**config.mk**
```make
export PLATFORM = sky130hd
export DESIGN_NAME = vat_heat_hold_cool_sequencer
export DESIGN_NICKNAME = d
export VERILOG_FILES = /design/src/rtl/core/vhhc_pkg.sv /design/src/rtl/core/vhhc_cfg.sv /design/src/rtl/core/vhhc_seq.sv /design/src/rtl/core/vat_heat_hold_cool_sequencer.sv
export VERILOG_INCLUDE_DIRS = /design/src /design/src/rtl/core
export SDC_FILE = /design/constraint.sdc
export NUM_CORES = 1
export LEC_CHECK = 0
export ABC_CLOCK_PERIOD_IN_PS = 3400
export BUFFER_PORTS_ARGS = -buffer_cell sky130_fd_sc_hd__buf_2
export CORE_MARGIN = 1.5
export CORE_UTILIZATION = 25
export DETAILED_ROUTE_END_ITERATION = 12
export HOLD_SLACK_MARGIN = 0.08
export SLEW_MARGIN = 20
export SYNTH_ARGS = -nofsm -noshare
export SYNTH_HDL_FRONTEND = slang
export SYNTH_HIERARCHICAL = 1
export SYNTH_SLANG_ARGS = --single-unit
```
**constraint.sdc**
```tcl
create_clock -name clk -period 3.4 [get_ports clk]
set_clock_uncertainty 0.05 [all_clocks]
set_input_delay 0.68 -clock clk [delete_from_list [all_inputs] [get_ports clk]]
set_output_delay 0.68 -clock clk [all_outputs]
set_load 0.02 [all_outputs]
```
**src/rtl/core/vat_heat_hold_cool_sequencer_defines.svh**
```systemverilog
// Assertion macros used by the vat sequencer RTL.
`ifndef VAT_HEAT_HOLD_COOL_SEQUENCER_DEFINES_SVH
`define VAT_HEAT_HOLD_COOL_SEQUENCER_DEFINES_SVH

// Same-cycle implication, held off while reset is asserted.
`define VHHC_ASSERT_IMP(lbl, clk, rstn, ante, cons, msg) \
	lbl: assert property (@(posedge clk) disable iff (!(rstn)) (ante) |-> (cons)) \
		else $error(msg);

// Next-cycle implication, held off while reset is asserted.
`define VHHC_ASSERT_NXT(lbl, clk, rstn, ante, cons, msg) \
	lbl: assert property (@(posedge clk) disable iff (!(rstn)) (ante) |=> (cons)) \
		else $error(msg);

`endif

```
**src/rtl/core/vhhc_pkg.sv**
```systemverilog
package vhhc_pkg;

	localparam int TEMP_W       = 12;
	localparam int DEG_W        = 7;
	localparam int TOL_W        = 8;
	localparam int HOLD_MIN_W   = 10;
	localparam int PHASE_W      = 3;
	localparam int FAULT_W      = 2;
	localparam int REG_IDX_W    = 2;
	localparam int CFG_DATA_W   = 10;
	// Thresholds are compared one bit wider than the sample so nothing wraps.
	localparam int CMP_W        = TEMP_W + 1;

	localparam int HOLD_MIN_MAX = (1 << HOLD_MIN_W) - 1;
	localparam int DEF_TICKS_PER_MINUTE = 120;

	localparam logic [DEG_W-1:0]      TARGET_RST   = 7'd63;
	localparam int                    HOLD_MIN_RST = 30;
	localparam logic [TOL_W-1:0]      TOL_RST      = 8'd4;
	localparam logic [DEG_W-1:0]      COOL_RST     = 7'd30;

	localparam logic [REG_IDX_W-1:0]  REG_TARGET_TEMP  = 2'd0;
	localparam logic [REG_IDX_W-1:0]  REG_HOLD_MINUTES = 2'd1;
	localparam logic [REG_IDX_W-1:0]  REG_TOLERANCE    = 2'd2;
	localparam logic [REG_IDX_W-1:0]  REG_COOL_TEMP    = 2'd3;

	localparam logic [PHASE_W-1:0]    PH_IDLE = 3'd0;
	localparam logic [PHASE_W-1:0]    PH_HEAT = 3'd1;
	localparam logic [PHASE_W-1:0]    PH_HOLD = 3'd2;
	localparam logic [PHASE_W-1:0]    PH_COOL = 3'd3;
	localparam logic [PHASE_W-1:0]    PH_DONE = 3'd4;

	localparam logic [FAULT_W-1:0]    FLT_NONE      = 2'd0;
	localparam logic [FAULT_W-1:0]    FLT_MILK_LOW  = 2'd1;
	localparam logic [FAULT_W-1:0]    FLT_WATER_LOW = 2'd2;
	localparam logic [FAULT_W-1:0]    FLT_STOPPED   = 2'd3;

	typedef struct packed {
		logic                     start_cmd;
		logic                     stop_pressed;
		logic signed [TEMP_W-1:0] temp_sample;
		logic                     milk_high;
		logic                     water_high;
	} item_t;

	typedef struct packed {
		logic                     heater_on;
		logic                     pump_on;
		logic                     valves_open;
		logic [PHASE_W-1:0]       phase;
		logic [FAULT_W-1:0]       fault;
	} res_t;

	typedef struct packed {
		logic [DEG_W-1:0]         target_temp;
		logic [TOL_W-1:0]         tolerance;
		logic [DEG_W-1:0]         cool_temp;
	} cfg_t;

endpackage

```
**src/rtl/core/vhhc_cfg.sv**
```systemverilog
module vhhc_cfg #(
	parameter int TICKS_PER_MINUTE = vhhc_pkg::DEF_TICKS_PER_MINUTE,
	parameter int CNT_W            = 17
) (
	input  logic                             clk,
	input  logic                             arst_n,
	input  logic                             wr_en,
	input  logic [vhhc_pkg::REG_IDX_W-1:0]   wr_index,
	input  logic [vhhc_pkg::CFG_DATA_W-1:0]  wr_data,
	output vhhc_pkg::cfg_t                   cfg,
	output logic [CNT_W-1:0]                 hold_limit
);
	import vhhc_pkg::*;

	localparam logic [CNT_W-1:0] LIMIT_RST = CNT_W'(HOLD_MIN_RST * TICKS_PER_MINUTE);

	cfg_t             cfg_q;
	logic [CNT_W-1:0] limit_q;

	// Keep the hold length in ticks so the sequencer never multiplies.
	always_ff @(posedge clk or negedge arst_n) begin
		if (!arst_n) begin
			cfg_q.target_temp <= TARGET_RST;
			cfg_q.tolerance   <= TOL_RST;
			cfg_q.cool_temp   <= COOL_RST;
			limit_q           <= LIMIT_RST;
		end else if (wr_en) begin
			case (wr_index)
				REG_TARGET_TEMP: begin
					cfg_q.target_temp <= wr_data[DEG_W-1:0];
				end
				REG_HOLD_MINUTES: begin
					limit_q <= CNT_W'(32'(wr_data[HOLD_MIN_W-1:0]) * 32'(TICKS_PER_MINUTE));
				end
				REG_TOLERANCE: begin
					cfg_q.tolerance <= wr_data[TOL_W-1:0];
				end
				REG_COOL_TEMP: begin
					cfg_q.cool_temp <= wr_data[DEG_W-1:0];
				end
				default: begin
				end
			endcase
		end
	end

	assign cfg        = cfg_q;
	assign hold_limit = limit_q;

endmodule

```
**src/rtl/core/vhhc_seq.sv**
```systemverilog
module vhhc_seq #(
	parameter int CNT_W = 17
) (
	input  logic              clk,
	input  logic              arst_n,
	input  logic              adv,
	input  vhhc_pkg::item_t   item,
	input  vhhc_pkg::cfg_t    cfg,
	input  logic [CNT_W-1:0]  hold_limit,
	output vhhc_pkg::res_t    res
);
	import vhhc_pkg::*;

	`include "vat_heat_hold_cool_sequencer_defines.svh"

	typedef enum logic [PHASE_W-1:0] {
		IDLE = PH_IDLE,
		HEAT = PH_HEAT,
		HOLD = PH_HOLD,
		COOL = PH_COOL,
		DONE = PH_DONE
	} state_t;

	state_t                   state_q, state_d;
	logic                     heater_q, heater_d;
	logic [CNT_W-1:0]         cnt_q, cnt_d;
	logic                     pump, valves;
	logic [FAULT_W-1:0]       fault;

	logic signed [CMP_W-1:0]  temp, t16, c16, tol, band_lo, band_hi;

	assign temp    = CMP_W'(item.temp_sample);
	assign t16     = $signed({2'b00, cfg.target_temp, 4'b0000});
	assign c16     = $signed({2'b00, cfg.cool_temp, 4'b0000});
	assign tol     = $signed({5'b00000, cfg.tolerance});
	assign band_lo = t16 - tol;
	assign band_hi = t16 + tol;

	always_comb begin
		state_d  = state_q;
		heater_d = heater_q;
		cnt_d    = cnt_q;
		pump     = 1'b0;
		valves   = 1'b0;
		fault    = FLT_NONE;
		if (item.stop_pressed) begin
			state_d  = IDLE;
			heater_d = 1'b0;
			cnt_d    = '0;
			fault    = FLT_STOPPED;
		end else begin
			case (state_q)
				HEAT: begin
					if (temp < t16) begin
						heater_d = 1'b1;
					end else begin
						heater_d = 1'b0;
						cnt_d    = '0;
						state_d  = HOLD;
					end
				end
				HOLD: begin
					if (cnt_q < hold_limit) begin
						// Inside the band the heater keeps its last setting.
						if (temp < band_lo) begin
							heater_d = 1'b1;
						end else if (temp > band_hi) begin
							heater_d = 1'b0;
						end
						cnt_d = cnt_q + CNT_W'(1);
					end else begin
						heater_d = 1'b0;
						state_d  = COOL;
						valves   = 1'b1;
					end
				end
				COOL: begin
					heater_d = 1'b0;
					if (temp > c16) begin
						pump   = 1'b1;
						valves = 1'b1;
					end else begin
						state_d = DONE;
					end
				end
				default: begin
					heater_d = 1'b0;
					if (state_q != DONE) begin
						state_d = IDLE;
					end
					if (item.start_cmd) begin
						if (!item.milk_high) begin
							fault = FLT_MILK_LOW;
						end else if (!item.water_high) begin
							fault = FLT_WATER_LOW;
						end else begin
							state_d = HEAT;
							cnt_d   = '0;
						end
					end
				end
			endcase
		end
	end

	always_ff @(posedge clk or negedge arst_n) begin
		if (!arst_n) begin
			state_q  <= IDLE;
			heater_q <= 1'b0;
			cnt_q    <= '0;
		end else if (adv) begin
			state_q  <= state_d;
			heater_q <= heater_d;
			cnt_q    <= cnt_d;
		end
	end

	assign res.heater_on   = heater_d;
	assign res.pump_on     = pump;
	assign res.valves_open = valves;
	assign res.phase       = state_d;
	assign res.fault       = fault;

	`VHHC_ASSERT_NXT(a_stop_clears, clk, arst_n, adv && item.stop_pressed,
		state_q == IDLE && cnt_q == '0 && !heater_q, "stop did not return to idle")
	`VHHC_ASSERT_IMP(a_heater_off_idle, clk, arst_n,
		state_q == IDLE || state_q == COOL || state_q == DONE,
		!heater_q, "heater on outside heating and holding")
	`VHHC_ASSERT_NXT(a_heat_to_hold, clk, arst_n,
		adv && !item.stop_pressed && state_q == HEAT && !(temp < t16),
		state_q == HOLD && cnt_q == '0 && !heater_q, "heat exit did not start holding")

endmodule

```
**src/rtl/core/vat_heat_hold_cool_sequencer.sv**
```systemverilog
// Vat heat / hold / cool sequencer.
// Input channel (in_valid / in_stall): one word per sample tick with the start
// command, stop button, signed temperature in 1/16 degree and the two level flags.
// Output channel (out_valid / out_stall): one word per input word with heater,
// pump and valve drives, the phase and the fault code of that tick.
// Config channel (cfg_valid / cfg_ready, cfg_index, cfg_data): registers 0 target
// temperature, 1 hold minutes, 2 tolerance, 3 cooling temperature; cfg_ready is
// always high. Write only while no word is in flight.
// A word taken into the input register goes on to the result register and then
// shows on the outputs. Throughput is one word per cycle while out_stall is low;
// the phase, heater and hold counter update between the two registers on advance.
// Reset clears the phase to idle, the heater and hold counter, both valids, and
// loads the register defaults (63, 30, 4, 30).
// When out_stall is high a valid result holds; the input register still takes a word
// if it is empty, and in_stall rises once both stages are full.
module vat_heat_hold_cool_sequencer #(
	parameter int TICKS_PER_MINUTE = vhhc_pkg::DEF_TICKS_PER_MINUTE
) (
	input  logic                                   clk,
	input  logic                                   arst_n,
	input  logic                                   in_valid,
	output logic                                   in_stall,
	input  logic                                   start_cmd,
	input  logic                                   stop_pressed,
	input  logic signed [vhhc_pkg::TEMP_W-1:0]     temp_sample,
	input  logic                                   milk_high,
	input  logic                                   water_high,
	output logic                                   out_valid,
	input  logic                                   out_stall,
	output logic                                   heater_on,
	output logic                                   pump_on,
	output logic                                   valves_open,
	output logic [vhhc_pkg::PHASE_W-1:0]           phase,
	output logic [vhhc_pkg::FAULT_W-1:0]           fault,
	input  logic                                   cfg_valid,
	output logic                                   cfg_ready,
	input  logic [vhhc_pkg::REG_IDX_W-1:0]         cfg_index,
	input  logic [vhhc_pkg::CFG_DATA_W-1:0]        cfg_data
);
	import vhhc_pkg::*;

	localparam int CNT_W = $clog2(HOLD_MIN_MAX * TICKS_PER_MINUTE + 1);

	logic             valid_s1;
	item_t            item_s1;
	logic             out_valid_q;
	res_t             res_q;
	res_t             res;
	cfg_t             cfg;
	logic [CNT_W-1:0] hold_limit;
	logic             adv;

	assign cfg_ready = 1'b1;

	// Advance the input word when the result register is free or draining.
	assign adv      = valid_s1 && (!out_valid_q || !out_stall);
	assign in_stall = valid_s1 && !adv;

	always_ff @(posedge clk or negedge arst_n) begin
		if (!arst_n) begin
			valid_s1    <= 1'b0;
			out_valid_q <= 1'b0;
		end else begin
			if (!in_stall) begin
				valid_s1 <= in_valid;
			end
			if (adv) begin
				out_valid_q <= 1'b1;
			end else if (!out_stall) begin
				out_valid_q <= 1'b0;
			end
		end
	end

	always_ff @(posedge clk) begin
		if (in_valid && !in_stall) begin
			item_s1.start_cmd    <= start_cmd;
			item_s1.stop_pressed <= stop_pressed;
			item_s1.temp_sample  <= temp_sample;
			item_s1.milk_high    <= milk_high;
			item_s1.water_high   <= water_high;
		end
		if (adv) begin
			res_q <= res;
		end
	end

	vhhc_cfg #(
		.TICKS_PER_MINUTE (TICKS_PER_MINUTE),
		.CNT_W            (CNT_W)
	) u_cfg (
		.clk        (clk),
		.arst_n     (arst_n),
		.wr_en      (cfg_valid && cfg_ready),
		.wr_index   (cfg_index),
		.wr_data    (cfg_data),
		.cfg        (cfg),
		.hold_limit (hold_limit)
	);

	vhhc_seq #(
		.CNT_W (CNT_W)
	) u_seq (
		.clk        (clk),
		.arst_n     (arst_n),
		.adv        (adv),
		.item       (item_s1),
		.cfg        (cfg),
		.hold_limit (hold_limit),
		.res        (res)
	);

	assign out_valid   = out_valid_q;
	assign heater_on   = res_q.heater_on;
	assign pump_on     = res_q.pump_on;
	assign valves_open = res_q.valves_open;
	assign phase       = res_q.phase;
	assign fault       = res_q.fault;

endmodule
```
==> reports/results.tsv, run 1 <==
metric	value	unit
outcome	finished, final reports clean	
synth top area cells	dfrtp_1 17%, ha_1 16%, edfxtp_1 11%	
Vias	4905	
post-route minimum period	3.24	ns
post-DR vias/cell	4.69	
most frequent cells after synthesis	80 x ha_1, 78 x inv_1, 57 x nand2_1	
pre-CTS setup slack	-0.0617	ns
R2R Setup Slk	0.16	ns
WP data required	3.43	ns
# IOs	44	
first-pass GRT wire length	25000	um
worst relative slew slack	42.4	%
grt ovf	0	
die height	162	um
critical path endpoint category	flop	
crit-path max cell delay	0.60	ns
post-route ant nets	0	
sequential share of the synthesized area	35.1	%
worst path bufs/invs	1	
CP Depth	17	
VDD IR max	0.000317	V
dpl hpwl	11700	um
worst-margin pin slew	0.864	ns
CP Class	flop to flop	
PwrDens	550	nW/um^2
Layout area overhead	17.8	%
root buffer cell	clkbuf_16	
die width	162	um
vias in the first global route	4923	
die area	26200	sq um
number of setup violations in the final report	0	
slack of the critical path	0.163	ns
Post-CTS Hold Fix Bufs	0	
Routed WL per cell	14.2	um
FF+latch count, synth	83	
DR iter-0 viols	235	
worst min-delay path category	primary input to asynchronous set/reset pin	
slowest cell on the critical path	dfstp_2	
CTS Buf Count	9	
Mapped Area	6310	sq um
Core ar.	24500	sq um
Period Utilization, post-route	95.2	%
EDFF count, synth	24	
ANT cells	0	
Cell variety after synth	77	
Synth area leader	dfrtp_1	
Syn Area/Cell	9.65	sq um
clock-pin slew on the worst setup and hold paths	0.06	ns
share of the synthesized area in the top cell type	17.4	%
initial antenna violation count	0	
share of layout cells above drive strength 1	19.5	%
final core occ	30.3	%
post-synthesis async set-or-reset flop share	71.1	%
CP startpoint	u_cfg/cfg[15]	
fmax	0.309	GHz
Area after DPL	7040	sq um
H-tree depth	3	
largest net degree at the start of global routing	36	
Residual DRC	0	
Worst R2R End	heater_on	
Yosys Warn Count	6	
fin. max-slew vios	0	
cell with the most instances after synthesis	ha_1	
gr usage total	12.1	%
Most Frequent Cell on Critical Path	nor2_1	
Worst-Skew Late Latency	0.35	ns
Max Root-Sink Buffers	2	
RSZ-0062 raised after global routing	yes	
max_cap viols	0	
R2R Path Start	u_cfg/cfg[15]	
Critical Path End	heater_on	
Rows	57	
TritonCTS clock tree	done	
I/O Buffers	42	
Fin. Hold Viols	0	
Top FF cell, synth	dfrtp_1	
fin area	7440	sq um
final wirelength	14900	um
cell class contributing the biggest share of worst-path delay	adder cells	
drt first pass iters	6	
# nets final	848	
Worst setup SP type	flop	
Cells after Synth	654	
FF-to-FF path depth	17	
Initial Util	25.7	%
critical-path cell list	ha_4 -> inv_2 -> fa_2 -> nor2_1 -> nor2_1 -> nor2_1 -> nor2_2 -> nor3_2 -> xnor2_1 -> ha_1 -> nand4b_1 -> o31ai_1 -> a21oi_1 -> o21ai_1 -> a222oi_1 -> o21a_1 -> nor2_1	
routability cong.	0.782	
Clock Sink Count	83	
crit path DAT	3.27	ns
Leak	3.43	nW
CP max FO	4	
## report_power, final
group          switching, W  internal [W]  total [W]
logic              0.000887      0.000708    0.00160
clock network      0.000415      0.000691    0.00111
registers          0.000163       0.00123    0.00139
## routing by layer
layer	part of all wire [%]	track usage [%]	up-vias
met4	1.3	3.34	0
met1	51	16.9	2356
met2	44	19.1	82
met5	0	0	-
met3	3.5	2.09	15
li1	-	-	2452
## layout by cell type, fill, tap and decap left out, drive strengths merged, types with 7 or more instances in the layout
cell and count:
nand2b 7, edfxtp 24, ha 80, xnor2 14, buf 74, and3 12, nor3 9, nand3 24
dfstp 15, mux2 11, nand2 57, dfrtp 44, nand4 14, a31oi 9, o21ai 42, clkbuf 11
nor2 28, inv 79, fa 18, a21oi 33, a21o 15
## logic make-up (layout without fill, tap and decap cells)
group / after synthesis / after routing / synth area share [%]
and+or+nand+nor: 179 / 179 / 14.3
AOI/OAI and AO/OA: 158 / 158 / 17.2
buffers and inverters: 102 / 168 / 6.84
adders and majority gates: 98 / 98 / 21.6
DFF: 83 / 83 / 35.1
xor gates and xnor gates: 20 / 20 / 2.77
muxes: 12 / 12 / 2.12
other: 2 / 4 / 0.119
## area by class of cell
| type | instances | area [sq um] |
|---|---|---|
| Clock buffer | 11 | 254 |
| Clock inverter | 5 | 82.6 |
| Fill cell | 2568 | 17100 |
| Inverter | 78 | 293 |
| Multi-Input combinational cell | 471 | 3740 |
| Sequential cell | 83 | 2220 |
| Tap cell | 324 | 405 |
| Timing Repair Buffer | 74 | 450 |
## per-stage QoR
stage | power [W] | hold WS (ns) | cells | setup TNS, ns
2_1_floorplan | 0.00249 | 0.334 | 656 | 0
3_3_place_gp | 0.00292 | 0.401 | 1030 | -0.0195
3_5_place_dp | 0.00296 | 0.413 | 1030 | -0.166
4_1_cts | 0.00409 | 0.417 | 1046 | 0
5_1_grt | 0.00443 | 0.447 | 1046 | -0.0786
6_report | 0.00409 | 0.385 | 1046 | 0
## timing repair
action | 4_1_cts | 5_1_grt
buffers inserted | 0 | 0
pin swaps | 0 | 9
gates resized for setup | 2 | 13
endpoints found under the hold margin | 0 | 0
setup endpoints to repair | 1 | 2
## state kept, by name (all words and copies together), names as in the netlist
register / count
fault: 2
heater_on: 1
u_seq/heater_q: 1
u_cfg/hold_limit: 14
item_s1: 16
u_seq/cnt_q: 17
valves_open: 1
valid_s1: 1
u_cfg/cfg: 22
out_valid: 1
pump_on: 1
phase: 3
u_seq/state_q: 3
## worst min path at each step
stage,slack (ns),cells past startpoint,to
after floorplan,0.33,0,out_valid
after global placement,0.40,2,u_cfg/hold_limit[4]
after detailed placement,0.41,2,u_cfg/hold_limit[4]
after CTS,0.42,1,u_cfg/hold_limit[15]
after global routing,0.45,1,item_s1[8]
final,0.38,1,u_cfg/cfg[21]
Power figures use the tool's default switching activity.
==> run 2: changes to the inputs <==
--- a/config.mk
+++ b/config.mk
@@ -8,6 +8,7 @@
 export LEC_CHECK = 0
 export ABC_CLOCK_PERIOD_IN_PS = 3400
 export BUFFER_PORTS_ARGS = -buffer_cell sky130_fd_sc_hd__buf_2
+export CORE_ASPECT_RATIO = 0.7
 export CORE_MARGIN = 1.5
 export CORE_UTILIZATION = 25
 export DETAILED_ROUTE_END_ITERATION = 12
==> run 2 against run 1 <==
Compared with the run above: sequential share of layout area rose by 0.25 points; flip-flop and latch count did not move; setup slack got worse by 0.089 ns; sequential power barely moved; core utilization fell by 0.51 points; first-iteration DRC count rose by 30%; critical path depth fell by 4; critical endpoint unchanged; largest cell class unchanged.
==> reports/results.tsv, run 2 (same netlist as run 1, synthesis figures left out) <==
metric	value	unit	change
outcome	finished, final reports clean		
Rows	48		-16%
I/O Buffers	42		unchanged
FF-to-FF path depth	13		-4
met2 Use GR	15.9	%	-3.2 points
# IOs	44		unchanged
Period Utilization, post-route	97.8	%	+2.6 points
Max Root-Sink Buffers	2		unchanged
Post-CTS Hold Fix Bufs	0		unchanged
max_cap viols	0		unchanged
R2R Setup Slk	0.07	ns	-0.09 ns
Vias	4890		-0.31%
H-tree depth	3		unchanged
Fin. Hold Viols	0		unchanged
pre-CTS setup slack	-0.0895	ns	-0.0277 ns
drt first pass iters	4		-2
post-DR vias/cell	4.68		-0.21%
routability cong.	0.832		+6.4%
Design Power	0.00402	W	-1.8%
dpl hpwl	12300	um	+5.6%
Layout area overhead	16.8	%	
worst min-delay path category	flop to flop		
PwrDens	545	nW/um^2	-1.0%
end of the worst hold path	u_cfg/hold_limit[4]		
Fill cells	2615		+1.8%
WP data required	3.43	ns	about the same
hold path startpoint	u_cfg/hold_limit[4]		
worst-margin pin slew	0.818	ns	-0.0462 ns
area of the multi-input gates	3710	sq um	-0.60%
GR Util met1	20.1	%	+3.3 points
VDD IR max	0.000229	V	-28%
TritonCTS clock tree	done		
vias in the first global route	4664		-5.3%
largest net degree at the start of global routing	60		+67%
hold depth	2		
commonest non-fill, non-tap cell in the layout	ha_1		
die area	26200	sq um	about the same
fin. max-slew vios	0		unchanged
CP Class	flop to flop		
Worst-Skew Late Latency	0.34	ns	about the same
# nets final	846		-0.24%
clock-pin slew on the worst setup and hold paths	0.07	ns	about the same
Initial Util	25.5	%	-0.22 points
Worst R2R End	heater_on		
final wirelength	15700	um	+5.3%
CP startpoint	u_cfg/cfg[15]		
post-route ant nets	0		unchanged
DR iter-0 viols	305		+30%
final core occ	29.8	%	-0.51 points
post-route minimum period	3.33	ns	+0.0886 ns
share of layout cells above drive strength 1	19.0	%	-0.50 points
root buffer cell	clkbuf_16		
Routed WL per cell	15.0	um	+5.4%
register area	2220	sq um	unchanged
routing usage on met3	3.33	%	+1.2 points
Clock Sink Count	83		unchanged
ANT cells	0		unchanged
Worst setup SP type	flop		
Core ar.	24700	sq um	+0.86%
critical path endpoint category	flop		
fin area	7380	sq um	-0.82%
slack of the critical path	0.0740	ns	-0.0886 ns
commonest cells after routing, fill and taps aside	79 x ha_1, 77 x inv_1, 57 x nand2_1, 44 x dfrtp_1, 42 x buf_2		
die height	136	um	-16%
worst relative slew slack	45.2	%	+2.8 points
initial antenna violation count	0		unchanged
Most Crowded Layer GR	met1		
crit path DAT	3.36	ns	+0.09 ns
first-pass GRT wire length	25100	um	+0.30%
grt ovf	0		unchanged
gr usage total	12.5	%	+0.39 points
Residual DRC	0		unchanged
Area after DPL	7020	sq um	-0.20%
Largest register FFs	22		unchanged
die width	193	um	+19%
RSZ-0062 raised after global routing	yes		
fmax	0.301	GHz	-2.7%
Leak	3.40	nW	-0.81%
CP max FO	4		unchanged
number of setup violations in the final report	0		unchanged
R2R Path Start	u_cfg/cfg[15]		
CTS Buf Count	9		unchanged
run 2: cell types whose count changed in the layout (fill, tap and decap cells not counted), sizes merged:
cell      delta
clkinvlp     +1
inv          +1
bufinv       -1
buf          -2
clkinv       -1
run 2: how the worst max path moves through the flow:
stage / end / slack (ns) / cells past startpoint
after floorplan: u_cfg/hold_limit[16] / 0.15 / 10
after global placement: u_cfg/hold_limit[12] / -0.05 / 10
after detailed placement: u_cfg/hold_limit[12] / -0.09 / 10
after CTS: u_seq/heater_q / 0.05 / 17
after global routing: heater_on / -0.11 / 13
final: heater_on / 0.07 / 13
run 2: final cells by class:
| class | instances | area share [%] |
|---|---|---|
| Sequential cell | 83 | 30.0 |
| Timing Repair Buffer | 72 | 5.90 |
| Tap cell | 325 | 5.51 |
| Inverter | 78 | 3.97 |
| Clock inverter | 5 | 0.780 |
| Multi-Input combinational cell | 471 | 50.4 |
| Clock buffer | 11 | 3.44 |
run 2: worst max-delay path, stage by stage (launching register included):
cell       delay [ns]
dfstp_2          0.57
ha_1             0.26
a31oi_1          0.17
o21bai_1         0.12
a21o_1           0.22
a2111oi_2        0.35
buf_4            0.16
xnor2_1          0.05
ha_1             0.31
and4_1           0.19
o21ai_0          0.08
a222oi_1         0.31
o21a_1           0.17
nor2_1           0.04
run 2: metal layers:
metal  up-vias  routed length [um]
li1       2458                   -
met1      2330                8950
met2        97                5850
met3         5                 786
met4         0                  72
met5         -                   0
run 2: per-stage QoR:
stage                     instances  hold WS [ns]  setup TNS (ns)
after floorplan                 656         0.334               0
after global placement         1029         0.406         -0.0657
final                          1045         0.417               0
after CTS                      1045         0.419               0
after global routing           1045         0.422          -0.192
after detailed placement       1029         0.409          -0.234
run 2: power by group:
group | switching (W) | internal, W
logic | 0.000915 | 0.000692
clock network | 0.000412 | 0.000616
registers | 0.000154 | 0.00123
run 2: timing repair:
| action | in CTS | in global routing |
|---|---|---|
| resized for setup | 2 | 11 |
| pin swaps | 0 | 10 |
| hold endpoints to repair | 0 | 0 |
| setup endpoints to repair | 2 | 2 |
| buffers inserted | 0 | 0 |
